==> src/rtl/bresenham_line_rasterizer_defines.svh <==
// Assertion macros shared by the line rasterizer RTL.
// Needs signals named clk and rst_n in the module that uses them.
`ifndef BRESENHAM_LINE_RASTERIZER_DEFINES_SVH
`define BRESENHAM_LINE_RASTERIZER_DEFINES_SVH

// same-cycle implication, checked outside reset
`define BRL_ASSERT_IMP(lbl, ante, cons) \
  lbl: assert property (@(posedge clk) disable iff (!rst_n) (ante) |-> (cons)) \
    else $error("brl: same-cycle check failed");

// next-cycle implication, checked outside reset
`define BRL_ASSERT_NXT(lbl, ante, cons) \
  lbl: assert property (@(posedge clk) disable iff (!rst_n) (ante) |=> (cons)) \
    else $error("brl: next-cycle check failed");

`endif

==> src/rtl/brl_pkg.sv <==
// Shared types, codes and pixel packing helpers for the line rasterizer.
// No dependencies; used by brl_engine, brl_pack and the top level.
package brl_pkg;

  // fixed field widths
  localparam int IN_COORD_W = 16;
  localparam int COLOR_W    = 8;
  localparam int ADDR_W     = 26;
  localparam int DATA_W     = 32;
  localparam int BE_W       = 4;
  localparam int WIDTH_W    = 13;
  localparam int STRIDE_W   = 14;
  localparam int FMT_W      = 2;
  localparam int APB_ADDR_W = 4;
  localparam int APB_DATA_W = 32;

  // transaction kinds
  localparam logic FUNC_START = 1'b0;
  localparam logic FUNC_TICK  = 1'b1;

  // pixel formats
  localparam logic [FMT_W-1:0] FMT_RGB565 = 2'd0;
  localparam logic [FMT_W-1:0] FMT_BGR    = 2'd1;
  localparam logic [FMT_W-1:0] FMT_BGRX   = 2'd2;

  // byte enables per format
  localparam logic [BE_W-1:0] BE_RGB565 = 4'b0011;
  localparam logic [BE_W-1:0] BE_BGR    = 4'b0111;
  localparam logic [BE_W-1:0] BE_BGRX   = 4'b1111;

  // register indexes
  localparam logic [1:0] REG_SCREEN_WIDTH  = 2'd0;
  localparam logic [1:0] REG_SCREEN_HEIGHT = 2'd1;
  localparam logic [1:0] REG_ROW_STRIDE    = 2'd2;
  localparam logic [1:0] REG_PIXEL_FORMAT  = 2'd3;

  // register reset values
  localparam logic [WIDTH_W-1:0]  RST_SCREEN_WIDTH  = 13'd640;
  localparam logic [WIDTH_W-1:0]  RST_SCREEN_HEIGHT = 13'd480;
  localparam logic [STRIDE_W-1:0] RST_ROW_STRIDE    = 14'd2560;
  localparam logic [FMT_W-1:0]    RST_PIXEL_FORMAT  = FMT_BGRX;

  typedef struct packed {
    logic [WIDTH_W-1:0]  screen_width;
    logic [WIDTH_W-1:0]  screen_height;
    logic [STRIDE_W-1:0] row_stride;
    logic [FMT_W-1:0]    pixel_format;
  } cfg_t;

  // one rasterized point on its way to the packer
  typedef struct packed {
    logic                 valid;
    logic                 last;
    logic [3*COLOR_W-1:0] color;  // red, green, blue from msb down
  } point_info_t;

  // column times bytes per pixel
  function automatic logic [WIDTH_W+1:0] col_offset(input logic [FMT_W-1:0] fmt,
                                                    input logic [WIDTH_W-1:0] col);
    logic [WIDTH_W+1:0] col2;
    col2 = {1'b0, col, 1'b0};
    unique case (fmt)
      FMT_RGB565: col_offset = col2;
      FMT_BGR:    col_offset = col2 + (WIDTH_W+2)'(col);
      default:    col_offset = {col, 2'b00};
    endcase
  endfunction

  // packed pixel, blue in the lowest byte
  function automatic logic [DATA_W-1:0] pack_data(input logic [FMT_W-1:0] fmt,
                                                  input logic [3*COLOR_W-1:0] color);
    logic [COLOR_W-1:0] r, g, b;
    r = color[23:16];
    g = color[15:8];
    b = color[7:0];
    unique case (fmt)
      FMT_RGB565: pack_data = {16'h0000, r[7:3], g[7:2], b[7:3]};
      default:    pack_data = {8'h00, r, g, b};
    endcase
  endfunction

  function automatic logic [BE_W-1:0] byte_en(input logic [FMT_W-1:0] fmt);
    unique case (fmt)
      FMT_RGB565: byte_en = BE_RGB565;
      FMT_BGR:    byte_en = BE_BGR;
      default:    byte_en = BE_BGRX;
    endcase
  endfunction

endpackage

==> src/rtl/bresenham_line_rasterizer.sv <==
// Top level of the Bresenham line rasterizer: config registers and pipeline control.
// Depends on brl_pkg, brl_engine and brl_pack.

// Takes one transaction per clock and gives one pixel write per clock unless
// out_stall holds a waiting result. A start transaction sets up a line and
// yields its first point; each tick after it yields the next point until the
// one marked last_point, after which ticks yield nothing until the next
// start. A result is registered after the Bresenham step and again after
// the clip, address multiply and pixel packing. in_stall follows out_stall
// while a result is waiting. Configuration writes belong in idle periods.
module bresenham_line_rasterizer #(
  parameter int COORD_BITS = 16
) (
  input  logic                                  clk,
  input  logic                                  rst_n,
  // input channel
  input  logic                                  in_valid,
  output logic                                  in_stall,
  input  logic                                  in_func,
  input  logic signed [brl_pkg::IN_COORD_W-1:0] in_x_start,
  input  logic signed [brl_pkg::IN_COORD_W-1:0] in_y_start,
  input  logic signed [brl_pkg::IN_COORD_W-1:0] in_x_end,
  input  logic signed [brl_pkg::IN_COORD_W-1:0] in_y_end,
  input  logic [brl_pkg::COLOR_W-1:0]           in_red,
  input  logic [brl_pkg::COLOR_W-1:0]           in_green,
  input  logic [brl_pkg::COLOR_W-1:0]           in_blue,
  // result channel
  output logic                                  out_valid,
  input  logic                                  out_stall,
  output logic                                  out_write_enable,
  output logic [brl_pkg::ADDR_W-1:0]            out_byte_address,
  output logic [brl_pkg::DATA_W-1:0]            out_write_data,
  output logic [brl_pkg::BE_W-1:0]              out_byte_enables,
  output logic                                  out_last_point,
  // configuration port
  input  logic                                  psel,
  input  logic                                  penable,
  input  logic                                  pwrite,
  input  logic [brl_pkg::APB_ADDR_W-1:0]        paddr,
  input  logic [brl_pkg::APB_DATA_W-1:0]        pwdata,
  output logic [brl_pkg::APB_DATA_W-1:0]        prdata,
  output logic                                  pready
);
  import brl_pkg::*;

  cfg_t                         cfg_r;
  logic                         cfg_wr;
  logic [1:0]                   reg_idx;
  logic                         adv, in_take;
  point_info_t                  pt;
  logic signed [COORD_BITS-1:0] pt_col, pt_row;

  // register file
  assign pready  = 1'b1;
  assign reg_idx = paddr[3:2];
  assign cfg_wr  = psel && penable && pwrite && pready;

  always_ff @(posedge clk) begin
    if (!rst_n) begin
      cfg_r.screen_width  <= RST_SCREEN_WIDTH;
      cfg_r.screen_height <= RST_SCREEN_HEIGHT;
      cfg_r.row_stride    <= RST_ROW_STRIDE;
      cfg_r.pixel_format  <= RST_PIXEL_FORMAT;
    end else if (cfg_wr) begin
      unique case (reg_idx)
        REG_SCREEN_WIDTH:  cfg_r.screen_width  <= pwdata[WIDTH_W-1:0];
        REG_SCREEN_HEIGHT: cfg_r.screen_height <= pwdata[WIDTH_W-1:0];
        REG_ROW_STRIDE:    cfg_r.row_stride    <= pwdata[STRIDE_W-1:0];
        REG_PIXEL_FORMAT:  cfg_r.pixel_format  <= pwdata[FMT_W-1:0];
      endcase
    end
  end

  always_comb begin
    unique case (reg_idx)
      REG_SCREEN_WIDTH:  prdata = APB_DATA_W'(cfg_r.screen_width);
      REG_SCREEN_HEIGHT: prdata = APB_DATA_W'(cfg_r.screen_height);
      REG_ROW_STRIDE:    prdata = APB_DATA_W'(cfg_r.row_stride);
      REG_PIXEL_FORMAT:  prdata = APB_DATA_W'(cfg_r.pixel_format);
    endcase
  end

  // whole pipeline moves unless a finished result is held
  assign adv      = !out_valid || !out_stall;
  assign in_stall = !adv;
  assign in_take  = in_valid && adv;

  brl_engine #(
    .COORD_BITS(COORD_BITS)
  ) u_engine (
    .clk     (clk),
    .rst_n   (rst_n),
    .adv     (adv),
    .in_take (in_take),
    .func    (in_func),
    .x_start (in_x_start),
    .y_start (in_y_start),
    .x_end   (in_x_end),
    .y_end   (in_y_end),
    .red     (in_red),
    .green   (in_green),
    .blue    (in_blue),
    .pt      (pt),
    .pt_col  (pt_col),
    .pt_row  (pt_row)
  );

  brl_pack #(
    .COORD_BITS(COORD_BITS)
  ) u_pack (
    .clk              (clk),
    .rst_n            (rst_n),
    .adv              (adv),
    .cfg              (cfg_r),
    .pt               (pt),
    .pt_col           (pt_col),
    .pt_row           (pt_row),
    .out_valid        (out_valid),
    .out_write_enable (out_write_enable),
    .out_byte_address (out_byte_address),
    .out_write_data   (out_write_data),
    .out_byte_enables (out_byte_enables),
    .out_last_point   (out_last_point)
  );

endmodule

==> src/rtl/brl_engine.sv <==
// Bresenham stepping engine: line setup on start, one step per tick.
// Depends on brl_pkg and bresenham_line_rasterizer_defines.svh.
`include "bresenham_line_rasterizer_defines.svh"

module brl_engine #(
  parameter int COORD_BITS = 16
) (
  input  logic                                    clk,
  input  logic                                    rst_n,
  input  logic                                    adv,      // pipeline moves
  input  logic                                    in_take,  // transaction accepted
  input  logic                                    func,
  input  logic signed [brl_pkg::IN_COORD_W-1:0]   x_start,
  input  logic signed [brl_pkg::IN_COORD_W-1:0]   y_start,
  input  logic signed [brl_pkg::IN_COORD_W-1:0]   x_end,
  input  logic signed [brl_pkg::IN_COORD_W-1:0]   y_end,
  input  logic [brl_pkg::COLOR_W-1:0]             red,
  input  logic [brl_pkg::COLOR_W-1:0]             green,
  input  logic [brl_pkg::COLOR_W-1:0]             blue,
  output brl_pkg::point_info_t                    pt,
  output logic signed [COORD_BITS-1:0]            pt_col,
  output logic signed [COORD_BITS-1:0]            pt_row
);
  import brl_pkg::*;

  localparam int CW  = COORD_BITS;
  localparam int DW  = COORD_BITS + 1;  // deltas
  localparam int EW  = COORD_BITS + 3;  // error term
  localparam int E2W = COORD_BITS + 4;  // doubled error term

  // line state
  logic signed [CW-1:0]  cur_col_r, cur_row_r, end_col_r, end_row_r;
  logic signed [CW-1:0]  cur_col_nxt, cur_row_nxt, end_col_nxt, end_row_nxt;
  logic [DW-1:0]         delta_col_r, delta_row_r, delta_col_nxt, delta_row_nxt;
  logic                  step_left_r, step_up_r, step_left_nxt, step_up_nxt;
  logic signed [EW-1:0]  err_r, err_nxt;
  logic [3*COLOR_W-1:0]  color_r, color_nxt;
  logic                  busy_r, busy_nxt;

  // point register toward the packer
  point_info_t           pt_nxt;
  logic                  pt_valid_r, pt_last_r;
  logic [3*COLOR_W-1:0]  pt_color_r;
  logic signed [CW-1:0]  pt_col_r, pt_row_r;

  logic                  start_c, tick_c, last_c;
  logic signed [CW-1:0]  sc, sr, ec, er;
  logic signed [DW-1:0]  dcol_diff, drow_diff;
  logic [DW-1:0]         dcol_abs, drow_abs;
  logic signed [E2W-1:0] e2, dcol_x, drow_x;
  logic signed [EW-1:0]  dcol_e, drow_e;
  logic                  mv_col, mv_row;

  assign start_c = in_take && (func == FUNC_START);
  assign tick_c  = in_take && (func == FUNC_TICK) && busy_r;

  // endpoints wrapped or extended to the coordinate width
  assign sc = CW'(x_start);
  assign sr = CW'(y_start);
  assign ec = CW'(x_end);
  assign er = CW'(y_end);

  // setup: absolute deltas
  assign dcol_diff = DW'(ec) - DW'(sc);
  assign drow_diff = DW'(er) - DW'(sr);
  assign dcol_abs  = dcol_diff[DW-1] ? $unsigned(-dcol_diff) : $unsigned(dcol_diff);
  assign drow_abs  = drow_diff[DW-1] ? $unsigned(-drow_diff) : $unsigned(drow_diff);

  // step decision from the stored error term
  assign dcol_e = EW'($signed({1'b0, delta_col_r}));
  assign drow_e = EW'($signed({1'b0, delta_row_r}));
  assign dcol_x = E2W'($signed({1'b0, delta_col_r}));
  assign drow_x = E2W'($signed({1'b0, delta_row_r}));
  assign e2     = E2W'(err_r) <<< 1;
  assign mv_col = e2 > -drow_x;
  assign mv_row = e2 < dcol_x;

  always_comb begin
    cur_col_nxt   = cur_col_r;
    cur_row_nxt   = cur_row_r;
    end_col_nxt   = end_col_r;
    end_row_nxt   = end_row_r;
    delta_col_nxt = delta_col_r;
    delta_row_nxt = delta_row_r;
    step_left_nxt = step_left_r;
    step_up_nxt   = step_up_r;
    err_nxt       = err_r;
    color_nxt     = color_r;
    if (start_c) begin
      cur_col_nxt   = sc;
      cur_row_nxt   = sr;
      end_col_nxt   = ec;
      end_row_nxt   = er;
      delta_col_nxt = dcol_abs;
      delta_row_nxt = drow_abs;
      step_left_nxt = !(sc < ec);
      step_up_nxt   = !(sr < er);
      err_nxt       = EW'($signed({1'b0, dcol_abs})) - EW'($signed({1'b0, drow_abs}));
      color_nxt     = {red, green, blue};
    end else if (tick_c) begin
      err_nxt = err_r - (mv_col ? drow_e : '0) + (mv_row ? dcol_e : '0);
      if (mv_col) begin
        cur_col_nxt = step_left_r ? cur_col_r - CW'(1) : cur_col_r + CW'(1);
      end
      if (mv_row) begin
        cur_row_nxt = step_up_r ? cur_row_r - CW'(1) : cur_row_r + CW'(1);
      end
    end
    last_c   = (cur_col_nxt == end_col_nxt) && (cur_row_nxt == end_row_nxt);
    busy_nxt = (start_c || tick_c) ? !last_c : busy_r;
    pt_nxt.valid = start_c || tick_c;
    pt_nxt.last  = last_c;
    pt_nxt.color = color_nxt;
  end

  // control state
  always_ff @(posedge clk) begin
    if (!rst_n) begin
      cur_col_r   <= '0;
      cur_row_r   <= '0;
      end_col_r   <= '0;
      end_row_r   <= '0;
      delta_col_r <= '0;
      delta_row_r <= '0;
      step_left_r <= 1'b0;
      step_up_r   <= 1'b0;
      err_r       <= '0;
      color_r     <= '0;
      busy_r      <= 1'b0;
      pt_valid_r  <= 1'b0;
    end else begin
      cur_col_r   <= cur_col_nxt;
      cur_row_r   <= cur_row_nxt;
      end_col_r   <= end_col_nxt;
      end_row_r   <= end_row_nxt;
      delta_col_r <= delta_col_nxt;
      delta_row_r <= delta_row_nxt;
      step_left_r <= step_left_nxt;
      step_up_r   <= step_up_nxt;
      err_r       <= err_nxt;
      color_r     <= color_nxt;
      busy_r      <= busy_nxt;
      if (adv) begin
        pt_valid_r <= pt_nxt.valid;
      end
    end
  end

  // point payload
  always_ff @(posedge clk) begin
    if (adv) begin
      pt_last_r  <= pt_nxt.last;
      pt_color_r <= pt_nxt.color;
      pt_col_r   <= cur_col_nxt;
      pt_row_r   <= cur_row_nxt;
    end
  end

  assign pt     = {pt_valid_r, pt_last_r, pt_color_r};
  assign pt_col = pt_col_r;
  assign pt_row = pt_row_r;

  `BRL_ASSERT_NXT(a_idle_tick_no_point, in_take && (func == FUNC_TICK) && !busy_r, !pt_valid_r)
  `BRL_ASSERT_NXT(a_start_gives_point, in_take && (func == FUNC_START), pt_valid_r)
  `BRL_ASSERT_IMP(a_last_point_idles, pt_valid_r && pt_last_r, !busy_r)

endmodule

==> src/rtl/brl_pack.sv <==
// Clipping, byte address and pixel packing, with the result register.
// Depends on brl_pkg and bresenham_line_rasterizer_defines.svh.
`include "bresenham_line_rasterizer_defines.svh"

module brl_pack #(
  parameter int COORD_BITS = 16
) (
  input  logic                          clk,
  input  logic                          rst_n,
  input  logic                          adv,
  input  brl_pkg::cfg_t                 cfg,
  input  brl_pkg::point_info_t          pt,
  input  logic signed [COORD_BITS-1:0]  pt_col,
  input  logic signed [COORD_BITS-1:0]  pt_row,
  output logic                          out_valid,
  output logic                          out_write_enable,
  output logic [brl_pkg::ADDR_W-1:0]    out_byte_address,
  output logic [brl_pkg::DATA_W-1:0]    out_write_data,
  output logic [brl_pkg::BE_W-1:0]      out_byte_enables,
  output logic                          out_last_point
);
  import brl_pkg::*;

  localparam int CMP_W = COORD_BITS + WIDTH_W;
  localparam int ROW_W = WIDTH_W + STRIDE_W;

  logic                 on_c;
  logic [WIDTH_W-1:0]   col_u, row_u;
  logic [ROW_W-1:0]     row_off;
  logic [WIDTH_W+1:0]   col_off;
  logic [ADDR_W-1:0]    addr_c;

  logic                 valid_r;
  logic                 we_r, last_r;
  logic [ADDR_W-1:0]    addr_r;
  logic [DATA_W-1:0]    data_r;
  logic [BE_W-1:0]      be_r;
  logic                 be_legal;

  // clip against the screen
  assign on_c = !pt_col[COORD_BITS-1] && !pt_row[COORD_BITS-1] &&
                (CMP_W'($unsigned(pt_col)) < CMP_W'(cfg.screen_width)) &&
                (CMP_W'($unsigned(pt_row)) < CMP_W'(cfg.screen_height));

  // on screen both coordinates are below 2^13
  assign col_u   = WIDTH_W'($unsigned(pt_col));
  assign row_u   = WIDTH_W'($unsigned(pt_row));
  assign row_off = ROW_W'(row_u) * ROW_W'(cfg.row_stride);
  assign col_off = col_offset(cfg.pixel_format, col_u);
  assign addr_c  = ADDR_W'(row_off) + ADDR_W'(col_off);

  always_ff @(posedge clk) begin
    if (!rst_n) begin
      valid_r <= 1'b0;
    end else if (adv) begin
      valid_r <= pt.valid;
    end
  end

  // result payload, zeroed when clipped
  always_ff @(posedge clk) begin
    if (adv) begin
      we_r   <= on_c;
      last_r <= pt.last;
      addr_r <= on_c ? addr_c : '0;
      data_r <= on_c ? pack_data(cfg.pixel_format, pt.color) : '0;
      be_r   <= on_c ? byte_en(cfg.pixel_format) : '0;
    end
  end

  assign out_valid        = valid_r;
  assign out_write_enable = we_r;
  assign out_byte_address = addr_r;
  assign out_write_data   = data_r;
  assign out_byte_enables = be_r;
  assign out_last_point   = last_r;

  assign be_legal = (be_r == BE_RGB565) || (be_r == BE_BGR) || (be_r == BE_BGRX);

  `BRL_ASSERT_IMP(a_clipped_zero, valid_r && !we_r, (addr_r == '0) && (data_r == '0) && (be_r == '0))
  `BRL_ASSERT_IMP(a_enables_legal, valid_r && we_r, be_legal)
  `BRL_ASSERT_NXT(a_hold_on_stall, valid_r && !adv, valid_r)

endmodule
==> config.mk <==
export PLATFORM = sky130hd
export DESIGN_NAME = bresenham_line_rasterizer
export DESIGN_NICKNAME = d
export VERILOG_FILES = /design/src/rtl/brl_pkg.sv /design/src/rtl/bresenham_line_rasterizer.sv /design/src/rtl/brl_engine.sv /design/src/rtl/brl_pack.sv
export VERILOG_INCLUDE_DIRS = /design/src /design/src/rtl
export SDC_FILE = /design/constraint.sdc
export NUM_CORES = 1
export LEC_CHECK = 0
export BUFFER_PORTS_ARGS = -buffer_cell sky130_fd_sc_hd__buf_2
export CORE_MARGIN = 3
export CORE_UTILIZATION = 35
export CTS_CLUSTER_SIZE = 25
export DETAILED_ROUTE_END_ITERATION = 10
export HOLD_SLACK_MARGIN = 0.05
export PLACE_DENSITY_LB_ADDON = 0.15
export SYNTH_ARGS = -nofsm -noshare
export SYNTH_HDL_FRONTEND = slang
export SYNTH_SLANG_ARGS = --single-unit
==> constraint.sdc <==
create_clock -name clk -period 7.6 [get_ports clk]
set_clock_uncertainty 0.05 [all_clocks]
set_input_delay 2.28 -clock clk [delete_from_list [all_inputs] [get_ports clk]]
set_output_delay 2.28 -clock clk [all_outputs]
set_load 0.03 [all_outputs]
Word-level counts from Yosys, hierarchy flattened
Cells that the tools add are included.
- add/subtract/negate cells: 14
- $mul: 1
- order comparisons: 6
- equal/unequal tests: 6
- multiplexer cells: 21
- bitwise operators: 2
- reduce and logical (&&, ||, !) cells: 28
- operator list (operator ; count):
    16-bit 2-to-1 mux ; 11
    32-bit one-hot mux with 4 select lines ; 1
    17-bit 2-to-1 mux ; 4
    19-bit 2-to-1 mux ; 2
    17-bit negation ; 2
    16-bit by 16-bit subtractor with 17-bit output ; 2
    16-bit by 2-bit adder with 16-bit output, second input constant ; 2
    16-bit equality test ; 2
    16-bit by 13-bit < comparator with 1-bit output ; 2
    16-bit < comparator ; 2
    16-bit by 2-bit subtractor with 16-bit output, second input constant ; 2
    15-bit one-hot mux with 2 select lines ; 1
    26-bit by 15-bit adder with 26-bit output ; 1
    13-bit by 14-bit multiplier with 26-bit output ; 1
    24-bit 2-to-1 mux ; 1
    20-bit > comparator ; 1
    20-bit by 18-bit < comparator with 1-bit output ; 1
    17-bit negation with 20-bit output ; 1
    19-bit adder ; 1
    19-bit subtractor ; 1
    17-bit by 17-bit subtractor with 18-bit output ; 1
    14-bit by 13-bit adder with 15-bit output ; 1
    1-bit logical AND ; 10
    1-bit logical NOT ; 8
    9 further kinds ; 17
- flip-flop bits (word level): 309
- output and inout bits: 99

Longest topological paths before layout
- depth after elaboration: 10
- gate-level depth with buffers: 29
- gate-level depth less buffers: 28

Cells and area by module
A second synthesis with hierarchy kept.
- cell total of the unflattened synthesis: 3222
- area, all modules: 27853.0 um^2
- by module, submodules not included (module ; times used ; cells each ; area an instance (um^2) ; sequential area each (um^2)):
    brl_engine ; 1 ; 1885 ; 15667.5 ; 4614.4
    brl_pack ; 1 ; 1104 ; 10075.9 ; 1671.6
    bresenham_line_rasterizer ; 1 ; 233 ; 2109.5 ; 840.8

Least setup slack after synthesis
Ideal clock, no wire load.
- path type: input to output
- start: input out_stall
- end: output in_stall
- arrival: 5.460 ns
- slack: -0.190 ns
- stages on the path: 2
- path buffers: 0
- path through: nand2_1 -> inv_1
- cells in the longest elaborated chain, start to end: 3
- ends and longest elaborated chain (element ; RTL line ; source):
    start, declared ; bresenham_line_rasterizer.sv:29 ; input logic out_stall,
    1-bit logical NOT ; bresenham_line_rasterizer.sv:84 ; assign adv = !out_valid || !out_stall;
    1-bit logical OR ; bresenham_line_rasterizer.sv:84 ;
    1-bit logical NOT ; bresenham_line_rasterizer.sv:85 ; assign in_stall = !adv;
    end, declared ; bresenham_line_rasterizer.sv:18 ; output logic in_stall,
Every way passes these cells.

Final worst setup path
- start: input in_y_end[0] (netlist name)
- end: register u_engine.err_r[18]
- cells in the longest elaborated chain, start to end: 5
- ends and longest elaborated chain (element ; RTL line ; source):
    start, declared ; bresenham_line_rasterizer.sv:23 ; input logic signed [brl_pkg::IN_COORD_W-1:0] in_y_end,
    16-bit by 16-bit subtractor with 17-bit output (*) ; brl_engine.sv:65 ; assign drow_diff = DW'(er) - DW'(sr);
    17-bit negation ; brl_engine.sv:67 ; assign drow_abs = drow_diff[DW-1] ? $unsigned(-drow_diff) : $unsigned(drow_diff);
    17-bit 2-to-1 mux (*) ; brl_engine.sv:67 ;
    17-bit by 17-bit subtractor with 18-bit output (*) ; brl_engine.sv:98 ; err_nxt = EW'($signed({1'b0, dcol_abs})) - EW'($signed({1'b0, drow_abs}));
    19-bit 2-to-1 mux (*) ; brl_engine.sv:89 ; if (start_c) begin
    end signal, assigned ; brl_engine.sv:140 ; err_r <= err_nxt;
    end, declared ; brl_engine.sv:36 ; logic signed [EW-1:0] err_r, err_nxt;
Every way passes the cells marked *; elsewhere a longest branch is shown, timed or not.
A chain may end at the register's enable or synchronous reset.

==> results.txt <==
----------------------------------------------------
[Run status]
  Run status ... complete, no violations

[Hold path]
  Hold WC Path Type ... reg2reg
  Hold Path Origin ... u_engine.pt_last_r$_DFFE_PN_
  Hold Path Cell Cnt ... 0
  Hold Path Sink ... u_pack.out_last_point$_DFFE_PN_

[Global route]
  GRT Residual Overflow ... 0
  Pin count of the biggest net entering global routing ... 140
  Tot GR Track Use ... 0.207
  Met1 demand-to-capacity share in global routing ... 0.277
  Met3 Use GR ... 0.0254
  Met2 usage ... 0.354
  Wire length of the first global-routing pass ... 131,000 um
  Layer carrying the most global-route usage ... met2
  Initial antenna violation count ... 1
  Vias in the first global route ... 22,200

[Setup path]
  Startpoint of the lowest-slack register-to-register path ... cfg_r[5]$_SDFFE_PN0P_
  Slowest-stage cell, CP ... fa_1
  Setup slack of the most critical reg-to-reg path ... 0.54 ns
  Buffer and inverter count on the worst path ... 7
  Arrival time of data at the critical path endpoint ... 7.56 ns
  CP max stage delay ... 0.45 ns
  Worst Path Required ... 8.05 ns
  Start-to-end type of the worst setup path ... in2reg
  Critical Path End Type ... flop
  CP delay by family, top ... compound AO/OA/AOI/OAI gates
  CP startpoint kind ... input port
  Largest fanout on the critical path ... 14
  Reg2Reg Depth ... 21
  Endpoint of the worst-slack reg-to-reg timing path ... u_pack.out_byte_address[25]$_SDFFCE_PN0N_

[STA]
  Max transition margin ... 0.198
  Final setup viols ... 0
  Max-slew violation count ... 0
  Hold Violations, Final ... 0
  Maximum achievable frequency ... 0.141 GHz
  Unrepaired setup endpoints after global routing ... no
  Tcrit/Tclk final ... 0.935
  Transition at the pin with the smallest max-transition slack ... 1.20 ns
  Fin Hold WS ... 0.391 ns
  Min Clock Period, post-route ... 7.11 ns
  Setup TNS Final ... 0 ns

[Pwr]
  P_leak ... 0.0143 uW
  Worst IR drop on VDD ... 0.154 mV
  Pwr dens ... 216 mW/mm^2

[Clock tree]
  Clock tree from TritonCTS ... yes
  Max Root-Sink Buffers ... 3
  Clk slew on worst S/H paths ... 0.07 ns
  Number of sinks on the clock net ... 300
  Clock H-tree levels ... 2
  Root Buffer ... clkbuf_16
  Clk Latency, worst-skew pair ... 0.57 ns
  Cts bufs inserted ... 40

[Final layout]
  Commonest non-fill, non-tap cell in the layout ... nand2_1
  Final standard cell count with taps included and fillers excluded ... 4,475
  Fin nets ... 3,970
  Area added between synthesis and finish ... 14.1%
  Top library cells by usage in the layout, fill and taps aside ... 466 x nand2_1, 348 x inv_1, 272 x a21oi_1, 259 x ha_1, 192 x nor2_1
  Number of antenna diodes ... 0
  Final core area utilization ... 0.405
  Layout cells sized above 1 ... 0.116

[Floorplanning]
  Floorplan die width ... 284 um
  Number of cell rows ... 101
  Top-level I/O count ... 231
  Initial core utilization ... 0.355
  Die ar. ... 0.0808 mm^2
  DIE HEIGHT ... 284 um
  Core Region ... 0.0763 mm^2

[Job]
  Number of violations of the max-capacitance limit ... 0

[Placement]
  Detailed placer's ending HPWL ... 66,400 um
  Final Wtd Congestion ... 0.895
  PortBufs ... 183
  DP Cell Count ... 4,401

[Logic synthesis]
  Fraction of post-synthesis cell area in the top cell type by area ... 0.139
  Share of flip-flops with an asynchronous set or reset ... 0
  Combined area of all synthesized cells ... 0.0271 mm^2
  Count of unique library cells instantiated by Yosys ... 77
  Cell count after synthesis ... 3,210
  Fraction of the yosys area taken by sequential cells ... 0.263
  Syn avg cell area ... 8.44 um^2
  Number of enable flip-flop cells after synthesis ... 112
  Number of synthesis warnings ... 0
  FF+latch count, synth ... 300
  Post-synth top area cell ... dfxtp_1
  Most used flip-flop cell after synthesis ... dfxtp_1
  Leading post-synthesis cells by cell area ... dfxtp_1 14%, edfxtp_1 12%, fa_1 12%, ha_1 12%, nand2_1 6.5%

[Detailed routing]
  Number of antenna-violating nets in the routed design ... 0
  Number of violations reported at the end of detailed-routing iteration 0 ... 1,283
  Mean number of vias per cell ... 5.05
  Residual DRC count ... 0
  Via count ... 22,600
  Mean routed wirelength per cell ... 18.9 um
  Total Routed Length ... 84,700 um
  First-pass DRT Iterations ... 5

----------------------------------------------------
where the power goes:
| group | internal (uW) | leakage, uW | switching, uW |
|---|---|---|---|
| Sequential | 1790 | 0.00286 | 132 |
| Combinational | 1170 | 0.0108 | 1640 |
| Clock | 1140 | 0.000645 | 795 |
Yosys cell counts (18+ instances only):
library cell and instances:
a211oi_1 47, buf_4 28, ha_1 259, nand4_1 20, inv_1 349, xor2_1 83
o21ai_0 119, and2_1 144, a21oi_1 272, dfxtp_1 188, o21bai_1 24, xnor2_1 110
nand2_1 467, o211ai_1 18, clkbuf_1 110, or3_1 18, nor3_1 38, nor2b_1 26
a31oi_1 23, nor2_1 194, fa_1 165, edfxtp_1 112, mux2i_1 38, a21o_1 47
nand2b_1 21, nand3_1 46
per-stage QoR:
| step | setup slack [ns] | instance area, um^2 | total power, uW |
|---|---|---|---|
| global placement | -0.254 | 29600 | 4760 |
| CTS | 0.324 | 30900 | 6730 |
| finish | 0.491 | 30900 | 6670 |
| floorplan | 0.583 | 27200 | 3850 |
| global route | 0.0513 | 30900 | 7140 |
| detailed placement | -0.246 | 29600 | 4750 |
worst max-delay path by stage:
stage | from | endpoint | cells after the start
finish | in_y_end[0] | u_engine.err_r[18]$_SDFFE_PN0P_ | 29
global route | in_y_end[0] | u_engine.err_r[15]$_SDFFE_PN0P_ | 29
CTS | in_y_end[0] | u_engine.err_r[15]$_SDFFE_PN0P_ | 29
detailed placement | in_y_end[0] | u_engine.err_r[15]$_SDFFE_PN0P_ | 29
global placement | in_y_end[0] | u_engine.err_r[16]$_SDFFE_PN0P_ | 30
floorplan | in_y_end[0] | u_engine.err_r[15]$_SDFFE_PN0P_ | 25
layer usage:
layer,vias up,share of wire
met5,-,0
met4,0,0.024
met3,107,0.046
met2,511,0.48
met1,10700,0.45
li1,11300,-
logic make-up after synthesis:
kind of cell | synth area share
AOI/OAI and AO/OA | 0.160
muxes | 0.0169
and+or+nand+nor | 0.181
adders and majority gates | 0.241
other | 0.000277
xor gates and xnor gates | 0.0624
buffers and inverters | 0.0745
DFF | 0.263
flip-flops by register name, indices dropped and copies added (netlist names):
signal	count
cfg_r	42
u_engine.busy_r	1
u_engine.color_r	24
u_engine.cur_col_r	16
u_engine.cur_row_r	16
u_engine.delta_col_r	17
u_engine.delta_row_r	17
u_engine.end_col_r	16
u_engine.end_row_r	16
u_engine.err_r	19
u_engine.pt_col	16
u_engine.pt_color_r	24
u_engine.pt_last_r	1
u_engine.pt_row	16
u_engine.pt_valid_r	1
u_engine.step_left_r	1
u_engine.step_up_r	1
u_pack.out_byte_address	26
u_pack.out_byte_enables	3
u_pack.out_last_point	1
u_pack.out_valid	1
u_pack.out_write_data	24
u_pack.out_write_enable	1
final cells by class:
| cell class | count | area (um^2) |
|---|---|---|
| fill | 7876 | 45400 |
| clock inverter | 19 | 215 |
| clock buffer | 54 | 1110 |
| timing repair buffer | 294 | 1770 |
| inverter | 349 | 1310 |
| sequential | 300 | 7130 |
| multi-input combinational | 2429 | 18100 |
| tap | 1030 | 1290 |
repair_timing:
action	4_1_cts	5_1_grt
resized for setup	0	3
buffers inserted	0	1
endpoints found under the hold margin	0	0
hold buffers	0	0
setup endpoints to repair	0	5
Note: power is estimated with default switching activity, not from simulation.
